File: config.mk
export PLATFORM = sky130hd
export DESIGN_NAME = fast_exp2_approx_unit
export DESIGN_NICKNAME = d
export VERILOG_FILES = /design/src/hdl/e2a_pkg.sv /design/src/hdl/e2a_reduce.sv /design/src/hdl/e2a_horner.sv /design/src/hdl/e2a_pack.sv /design/src/hdl/fast_exp2_approx_unit.sv
export SDC_FILE = /design/constraint.sdc
export NUM_CORES = 2
export LEC_CHECK = 0
export BUFFER_PORTS_ARGS = -buffer_cell sky130_fd_sc_hd__buf_2
export CORE_MARGIN = 3
export CORE_UTILIZATION = 45
export CTS_BUF_LIST = sky130_fd_sc_hd__clkbuf_8
export CTS_CLUSTER_SIZE = 30
export DETAILED_ROUTE_END_ITERATION = 12
export HOLD_SLACK_MARGIN = 0.15
export PLACE_DENSITY_LB_ADDON = 0.25
export SETUP_SLACK_MARGIN = 0.5
export SLEW_MARGIN = 20
export SYNTH_ARGS = -nofsm -noshare
export SYNTH_HDL_FRONTEND = slang
export SYNTH_SLANG_ARGS = --single-unit
File: constraint.sdc
create_clock -name clk_i -period 7.2 [get_ports clk_i]
set_clock_uncertainty 0.15 [all_clocks]
set_input_delay 0.72 -clock clk_i [delete_from_list [all_inputs] [get_ports clk_i]]
set_output_delay 0.72 -clock clk_i [all_outputs]
set_load 0.005 [all_outputs]
File: src/hdl/e2a_pkg.sv
`timescale 1ns / 1ps
// ----------------------------------------------------------------------------
// e2a_pkg
// Shared types, constants and coefficient helper for the approximate
// base-two exponential unit.
// ----------------------------------------------------------------------------
package e2a_pkg;

  localparam int unsigned FIX_POS = 56;
  localparam logic [7:0] EXP_BIAS = 8'd127;
  localparam logic [7:0] EXP_MAX = 8'hFF;
  localparam logic [7:0] EXP_SAT = 8'd135;
  localparam logic [31:0] POS_INF = 32'h7F80_0000;
  localparam logic [31:0] POS_ZERO = 32'h0000_0000;
  localparam int unsigned MANT_BITS = 23;

  localparam logic [63:0] DEC_SCALE = 64'd1000000000000000;
  localparam logic [63:0] COEF0_DEC = 64'd1001724758577790;
  localparam logic [63:0] COEF1_DEC = 64'd657636286949233;
  localparam logic [63:0] COEF2_DEC = 64'd337189437317397;

  typedef struct packed {
    logic               special;
    logic [31:0]        special_bits;
    logic signed [9:0]  k;
  } e2a_side_t;

  // Scales a decimal coefficient (units of 1e-15, below 2.0) to fixed point
  // with the given number of fraction bits, rounding to nearest, ties up.
  function automatic logic [63:0] coef_fixed(input logic [63:0] dec,
                                             input int unsigned frac_bits);
    logic [63:0] q;
    logic [63:0] r;
    q = (dec >= DEC_SCALE) ? 64'd1 : 64'd0;
    r = (dec >= DEC_SCALE) ? (dec - DEC_SCALE) : dec;
    for (int i = 0; i < 32; i++) begin
      if (i < frac_bits + 1) begin
        r = r << 1;
        q = q << 1;
        if (r >= DEC_SCALE) begin
          r = r - DEC_SCALE;
          q = q | 64'd1;
        end
      end
    end
    return (q + 64'd1) >> 1;
  endfunction

endpackage

File: src/hdl/e2a_reduce.sv
`timescale 1ns / 1ps
// ----------------------------------------------------------------------------
// e2a_reduce
// Two-stage range reduction: aligns |x| to fixed point, then forms the
// integer part k = floor(x) and the fraction f, and flags special operands.
// ----------------------------------------------------------------------------
module e2a_reduce import e2a_pkg::*; #(
  parameter int unsigned FRAC_BITS = 24
) (
  input  logic                 clk_i,
  input  logic                 rst_ni,
  input  logic                 valid_i,
  input  logic [31:0]          x_bits_i,
  output logic                 valid_o,
  output logic [FRAC_BITS-1:0] f_o,
  output e2a_side_t            side_o
);

  logic        neg;
  logic [7:0]  ex;
  logic [22:0] man;
  logic [23:0] m;
  logic [7:0]  eeff;
  logic [5:0]  lsh;
  logic [6:0]  rsh;
  logic [63:0] m_ext;
  logic [63:0] a1_d;
  logic        sticky1_d;
  logic        special1_d;
  logic [31:0] spbits1_d;

  logic        v1_q;
  logic [63:0] a1_q;
  logic        sticky1_q;
  logic        neg1_q;
  logic        special1_q;
  logic [31:0] spbits1_q;

  logic [55:0]          fr;
  logic [7:0]           kmag;
  logic [56:0]          fneg;
  logic [FRAC_BITS-1:0] f2_d;
  e2a_side_t            side2_d;

  logic                 v2_q;
  logic [FRAC_BITS-1:0] f2_q;
  e2a_side_t            side2_q;

  always_comb begin
    neg   = x_bits_i[31];
    ex    = x_bits_i[30:23];
    man   = x_bits_i[22:0];
    m     = (ex == 8'd0) ? {1'b0, man} : {1'b1, man};
    eeff  = (ex == 8'd0) ? 8'd1 : ex;
    m_ext = {40'd0, m};
    lsh   = 6'd0;
    rsh   = 7'd0;
    a1_d      = 64'd0;
    sticky1_d = 1'b0;
    if (eeff >= 8'd94) begin
      lsh  = 6'(eeff - 8'd94);
      a1_d = m_ext << lsh;
    end else begin
      rsh = 7'(8'd94 - eeff);
      if (rsh >= 7'd64) begin
        sticky1_d = (m != 24'd0);
      end else begin
        a1_d      = m_ext >> rsh[5:0];
        sticky1_d = |(m_ext & ((64'd1 << rsh[5:0]) - 64'd1));
      end
    end
    special1_d = 1'b0;
    spbits1_d  = POS_ZERO;
    if (ex == EXP_MAX && man != 23'd0) begin
      special1_d = 1'b1;
      spbits1_d  = x_bits_i;
    end else if (ex >= EXP_SAT) begin
      special1_d = 1'b1;
      spbits1_d  = neg ? POS_ZERO : POS_INF;
    end
  end

  always_ff @(posedge clk_i or negedge rst_ni) begin
    if (!rst_ni) begin
      v1_q <= 1'b0;
      v2_q <= 1'b0;
    end else begin
      v1_q <= valid_i;
      v2_q <= v1_q;
    end
  end

  always_ff @(posedge clk_i) begin
    a1_q       <= a1_d;
    sticky1_q  <= sticky1_d;
    neg1_q     <= neg;
    special1_q <= special1_d;
    spbits1_q  <= spbits1_d;
  end

  always_comb begin
    fr   = a1_q[FIX_POS-1:0];
    kmag = a1_q[63:FIX_POS];
    fneg = (57'd1 << FIX_POS) - {1'b0, fr} - {56'd0, sticky1_q};
    side2_d.special      = special1_q;
    side2_d.special_bits = spbits1_q;
    if (!neg1_q) begin
      side2_d.k = {2'b00, kmag};
      f2_d      = fr[FIX_POS-1 -: FRAC_BITS];
    end else if (fr == 56'd0 && !sticky1_q) begin
      side2_d.k = 10'd0 - {2'b00, kmag};
      f2_d      = '0;
    end else begin
      side2_d.k = 10'h3FF - {2'b00, kmag};
      f2_d      = fneg[FIX_POS-1 -: FRAC_BITS];
    end
  end

  always_ff @(posedge clk_i) begin
    f2_q    <= f2_d;
    side2_q <= side2_d;
  end

  assign valid_o = v2_q;
  assign f_o     = f2_q;
  assign side_o  = side2_q;

endmodule

File: src/hdl/e2a_horner.sv
`timescale 1ns / 1ps
// ----------------------------------------------------------------------------
// e2a_horner
// First Horner steps of the quadratic: f*C2, then C1 + (f*C2 >> FRAC_BITS),
// then f times that partial sum, each in its own register stage.
// ----------------------------------------------------------------------------
module e2a_horner import e2a_pkg::*; #(
  parameter int unsigned FRAC_BITS = 24
) (
  input  logic                     clk_i,
  input  logic                     rst_ni,
  input  logic                     valid_i,
  input  logic [FRAC_BITS-1:0]     f_i,
  input  e2a_side_t                side_i,
  output logic                     valid_o,
  output logic [2*FRAC_BITS+1:0]   prod_o,
  output e2a_side_t                side_o
);

  localparam logic [63:0] C1_FULL = coef_fixed(COEF1_DEC, FRAC_BITS);
  localparam logic [63:0] C2_FULL = coef_fixed(COEF2_DEC, FRAC_BITS);
  localparam logic [FRAC_BITS+1:0] C1 = C1_FULL[FRAC_BITS+1:0];
  localparam logic [FRAC_BITS+1:0] C2 = C2_FULL[FRAC_BITS+1:0];

  logic [2*FRAC_BITS+1:0] p1_d;
  logic [FRAC_BITS+1:0]   acc1_d;
  logic [2*FRAC_BITS+1:0] p2_d;

  logic                   v3_q;
  logic [FRAC_BITS-1:0]   f3_q;
  e2a_side_t              side3_q;
  logic [2*FRAC_BITS+1:0] p1_q;

  logic                   v4_q;
  logic [FRAC_BITS-1:0]   f4_q;
  e2a_side_t              side4_q;
  logic [FRAC_BITS+1:0]   acc1_q;

  logic                   v5_q;
  e2a_side_t              side5_q;
  logic [2*FRAC_BITS+1:0] p2_q;

  assign p1_d   = {{(FRAC_BITS+2){1'b0}}, f_i} * {{FRAC_BITS{1'b0}}, C2};
  assign acc1_d = C1 + p1_q[2*FRAC_BITS+1:FRAC_BITS];
  assign p2_d   = {{(FRAC_BITS+2){1'b0}}, f4_q} * {{FRAC_BITS{1'b0}}, acc1_q};

  always_ff @(posedge clk_i or negedge rst_ni) begin
    if (!rst_ni) begin
      v3_q <= 1'b0;
      v4_q <= 1'b0;
      v5_q <= 1'b0;
    end else begin
      v3_q <= valid_i;
      v4_q <= v3_q;
      v5_q <= v4_q;
    end
  end

  always_ff @(posedge clk_i) begin
    f3_q    <= f_i;
    side3_q <= side_i;
    p1_q    <= p1_d;
    f4_q    <= f3_q;
    side4_q <= side3_q;
    acc1_q  <= acc1_d;
    side5_q <= side4_q;
    p2_q    <= p2_d;
  end

  assign valid_o = v5_q;
  assign prod_o  = p2_q;
  assign side_o  = side5_q;

endmodule

File: src/hdl/e2a_pack.sv
`timescale 1ns / 1ps
// ----------------------------------------------------------------------------
// e2a_pack
// Final Horner add with C0, clamp below 2.0, exponent adjust by k with
// saturation, and packing into the registered single-precision result.
// ----------------------------------------------------------------------------
module e2a_pack import e2a_pkg::*; #(
  parameter int unsigned FRAC_BITS = 24
) (
  input  logic                   clk_i,
  input  logic                   rst_ni,
  input  logic                   valid_i,
  input  logic [2*FRAC_BITS+1:0] prod_i,
  input  e2a_side_t              side_i,
  output logic                   done_o,
  output logic [31:0]            result_bits_o
);

  localparam logic [63:0] C0_FULL = coef_fixed(COEF0_DEC, FRAC_BITS);
  localparam logic [FRAC_BITS+1:0] C0 = C0_FULL[FRAC_BITS+1:0];
  localparam logic [FRAC_BITS+1:0] TWO = {2'b10, {FRAC_BITS{1'b0}}};

  logic [FRAC_BITS+1:0]  acc_sum;
  logic [FRAC_BITS+1:0]  acc;
  logic [FRAC_BITS-1:0]  frac;
  logic [MANT_BITS-1:0]  mant;
  logic signed [10:0]    biased;
  logic [31:0]           res_d;

  logic                  done_q;
  logic [31:0]           res_q;

  assign acc_sum = C0 + prod_i[2*FRAC_BITS+1:FRAC_BITS];
  assign acc     = (acc_sum >= TWO) ? (TWO - 1'b1) : acc_sum;
  assign frac    = acc[FRAC_BITS-1:0];

  if (FRAC_BITS >= MANT_BITS) begin : g_trunc
    assign mant = frac[FRAC_BITS-1 -: MANT_BITS];
  end else begin : g_pad
    assign mant = {frac, {(MANT_BITS-FRAC_BITS){1'b0}}};
  end

  assign biased = {side_i.k[9], side_i.k} + 11'sd127;

  always_comb begin
    if (side_i.special) begin
      res_d = side_i.special_bits;
    end else if (biased >= 11'sd255) begin
      res_d = POS_INF;
    end else if (biased <= 11'sd0) begin
      res_d = POS_ZERO;
    end else begin
      res_d = {1'b0, biased[7:0], mant};
    end
  end

  always_ff @(posedge clk_i or negedge rst_ni) begin
    if (!rst_ni) begin
      done_q <= 1'b0;
    end else begin
      done_q <= valid_i;
    end
  end

  always_ff @(posedge clk_i) begin
    res_q <= res_d;
  end

  assign done_o        = done_q;
  assign result_bits_o = res_q;

  assert property (@(posedge clk_i) disable iff (!rst_ni)
    valid_i && !side_i.special |-> acc[FRAC_BITS] && !acc[FRAC_BITS+1])
    else $error("e2a_pack: polynomial value left [1,2)");

endmodule

File: src/hdl/fast_exp2_approx_unit.sv
`timescale 1ns / 1ps
// ----------------------------------------------------------------------------
// fast_exp2_approx_unit
// Approximate 2^x on single-precision bit patterns by range reduction and a
// quadratic polynomial in fixed point.
// Each accepted item's result appears on the result ports with done_o high.
// Throughput: one item per cycle in a six-stage pipeline; busy stays low.
// Reset clears all valid bits; data registers are not reset.
// ----------------------------------------------------------------------------
module fast_exp2_approx_unit import e2a_pkg::*; #(
  parameter int unsigned FRAC_BITS = 24
) (
  input  logic        clk_i,
  input  logic        rst_ni,
  input  logic        start,
  output logic        busy,
  input  logic [31:0] x_bits_i,
  output logic        done_o,
  output logic [31:0] result_bits_o
);

  logic                   red_valid;
  logic [FRAC_BITS-1:0]   red_f;
  e2a_side_t              red_side;
  logic                   hor_valid;
  logic [2*FRAC_BITS+1:0] hor_prod;
  e2a_side_t              hor_side;

  assign busy = 1'b0;

  e2a_reduce #(
    .FRAC_BITS(FRAC_BITS)
  ) u_reduce (
    .clk_i   (clk_i),
    .rst_ni  (rst_ni),
    .valid_i (start && !busy),
    .x_bits_i(x_bits_i),
    .valid_o (red_valid),
    .f_o     (red_f),
    .side_o  (red_side)
  );

  e2a_horner #(
    .FRAC_BITS(FRAC_BITS)
  ) u_horner (
    .clk_i  (clk_i),
    .rst_ni (rst_ni),
    .valid_i(red_valid),
    .f_i    (red_f),
    .side_i (red_side),
    .valid_o(hor_valid),
    .prod_o (hor_prod),
    .side_o (hor_side)
  );

  e2a_pack #(
    .FRAC_BITS(FRAC_BITS)
  ) u_pack (
    .clk_i        (clk_i),
    .rst_ni       (rst_ni),
    .valid_i      (hor_valid),
    .prod_i       (hor_prod),
    .side_i       (hor_side),
    .done_o       (done_o),
    .result_bits_o(result_bits_o)
  );

  assert property (@(posedge clk_i) disable iff (!rst_ni)
    (start && !busy) |-> ##6 done_o)
    else $error("fast_exp2_approx_unit: accepted item produced no result");

  assert property (@(posedge clk_i) disable iff (!rst_ni)
    done_o |-> $past(start && !busy, 6))
    else $error("fast_exp2_approx_unit: result without an accepted item");

  assert property (@(posedge clk_i) disable iff (!rst_ni)
    done_o && result_bits_o[31] |->
      result_bits_o[30:23] == EXP_MAX && result_bits_o[22:0] != 23'd0)
    else $error("fast_exp2_approx_unit: negative result that is not a NaN");

endmodule

==> flow_metrics.tcl <==
set metrics [dict create \
    dieArea_um2 102700 \
    io_pins 69 \
    cts_sinks 451 \
    yosys_most_used_dff "dfxtp_1" \
    relSlewSlack_pct 34.54 \
    synthArstFlopShare_pct 1.330 \
    fillers 8922 \
    port_buffers 67 \
    core-area_um2 97420 \
    h-tree-depth 3 \
    cp.arrival_ns 7.42 \
    ys_ff_latch 451 \
    vias 32420 \
    hold_start "u_horner.side3_q[37]" \
    final_nets 5997 \
    slowest_stage "fa_1" \
    yosysTopAreaCell "fa_1" \
    antenna_found_initial 3 \
    place_congestion 0.9229 \
    wl_per_cell_um 19.00 \
    critPathMaxStageDelay_ns 0.55 \
    max_freq_ghz 0.1432 \
    cts_buffers 74 \
    finalHoldViolCount 0 \
    ys_warn_count 0 \
    path_max_fanout 6 \
    initial_core_util_pct 45.70 \
    fp.dieH_um 320.5 \
    clkTransAtPathRegs_ns 0.06 \
    post-route-drc-count 0 \
    worst_pin_slew_ns 0.9809 \
    cp_common_cell "fa_1" \
    clk-insertion-delay-late_ns 0.67 \
    r2r_start "u_horner.f4_q[5]" \
    synth_top_cell_area_share_pct 28.38 \
    grt.total_usage_pct 22.90 \
    path_buf_inv 8 \
    ff2ff_path_depth 26 \
    synth-seq-area-share_pct 20.35 \
    status "finished, final reports clean" \
    post-route-util_pct 51.24 \
    final_area_um2 49920 \
    synth_area_per_cell_um2 9.494 \
    yosysMostFrequentCell "inv_1" \
    synth_area_leaders "fa_1 (28%), dfxtp_1 (20%), ha_1 (14%)" \
    drive_above_1_share_pct 12.21 \
    firstDrtPassIters 6 \
    synth_edf_count 0 \
    worstHoldPathCells 0 \
    multi_input_area_um2 32240 \
    tritoncts "done" \
    crit_path_start "u_horner.f4_q[5]" \
    min_period_ns 6.982 \
    rsz0062_at_grt "true" \
    drt-total-wl_um 117100 \
    area_delta_synth_final_pct 12.13 \
    placed_area_um2 47140 \
    fin_hold_ws_ns 0.1654 \
    cts-root-buf "clkbuf_8" \
    slew_viol_final 0 \
    ys_types 103 \
    cp_top_family "adder cells" \
    start_kind "register" \
    worstSetupEndpointType "register" \
    post-place-cells 5989 \
    worstSetupPathDepth 26 \
    syn_area_um2 44520 \
    syn_inst 4689 \
    path_class "register to register" \
    min_period_over_period_pct 96.97 \
    synthesis.nets 5853 \
    die-width_um 320.5 \
    required_ns 7.64 \
    first_iter_violations 2418 \
    max-clock-path-buffers 3 \
    regArea_um2 9163 \
    drv_cap 0 \
    via_per_inst 5.257 \
    antenna_left 0 \
    stdcell_count 6166 \
    first_global_vias 33250 \
    grt_pass1_wl_um 186400 \
    dp_hpwl_um 94860 \
    grt_max_degree 39 \
    overflow 0 \
    synth_common_cells "inv_1 (833), fa_1 (631), ha_1 (498)" \
    min_path_type "register to register" \
    setup_viol 0 \
    num_rows 114 \
]
-- final timing paths --
kind,to,slack (ns)
worst max-delay path,u_horner.prod_o[44],0.22
worst min-delay path,u_horner.side4_q[37],0.17
worst max register to register,u_horner.prod_o[44],0.22
worst min register to register,u_horner.side4_q[37],0.17
max in group asynchronous,u_horner.valid_o,6.44
min in group asynchronous,u_pack.done_o,0.31
-- layer usage --
metal	vias to the layer above	global-route usage, %	wire [um]
li1	15300	-	-
met1	15920	32.89	54470
met2	1034	35.76	51930
met3	164	4.581	8410
met4	0	5.090	2331
met5	-	0	0
-- sequential cells by signal, summed over array words and instances (netlist names), 23 cells and up --
register,count
u_horner.side_o,42
u_reduce.a1_q,64
u_horner.acc1_q,25
u_horner.side4_q,42
u_reduce.spbits1_q,32
u_horner.prod_o,26
u_reduce.f_o,24
u_horner.f4_q,24
u_reduce.side_o,42
u_horner.p1_q,23
u_horner.side3_q,42
u_pack.result_bits_o,32
u_horner.f3_q,24
-- layout by cell type, fill, tap and decap left out, types with 45 or more instances in the layout --
cell type  instances
o22ai_1           45
xnor2_1           76
nor3_1            49
nand2_1          426
buf_2             68
fa_1             615
mux2i_1          127
dfxtp_1          398
buf_4            152
a21oi_1          122
nor2_1           160
inv_1            819
o21ai_0           67
clkbuf_8          88
and2_1           318
ha_1             480
-- repair_timing --
item	in CTS	in global routing
gates cloned	3	1
endpoints found under the hold margin	8	0
hold buffers	3	0
gates resized for setup	96	123
endpoints found under the setup margin	25	30
buffers inserted	11	26
pin swaps	46	97
-- logic make-up after synthesis --
kind of cell / Yosys count / share of synthesized area, %
AO/OA/AOI/OAI: 604 / 9.334
XOR/XNOR: 124 / 2.440
other: 1 / 0.008424
AND/OR/NAND/NOR: 1222 / 13.82
adder cells (fa/ha/maj): 1129 / 42.37
flip-flops: 451 / 20.35
buffers and inverters: 1031 / 8.822
multiplexers: 127 / 2.856
-- final cells by class --
type	instances	share of cell area, %
Timing Repair Buffer	261	4.299
Multi-Input combinational cell	3207	64.59
Clock inverter	43	0.8196
Clock buffer	88	2.426
Tap cell	1276	3.198
Antenna cell	2	0.01003
Inverter	838	6.301
Sequential cell	451	18.36
-- through the flow --
stage          setup TNS, ns  setup WS (ns)
3_3_place_gp         -0.2172       -0.06873
5_1_grt             -0.01392       -0.01147
2_1_floorplan              0         0.4983
6_report                   0         0.2179
4_1_cts                    0         0.1971
3_5_place_dp          -1.075        -0.1514
Power is left out: the tool's default activity adds up to more than one toggle a clock period on the data nets, which glitch-free logic cannot reach.
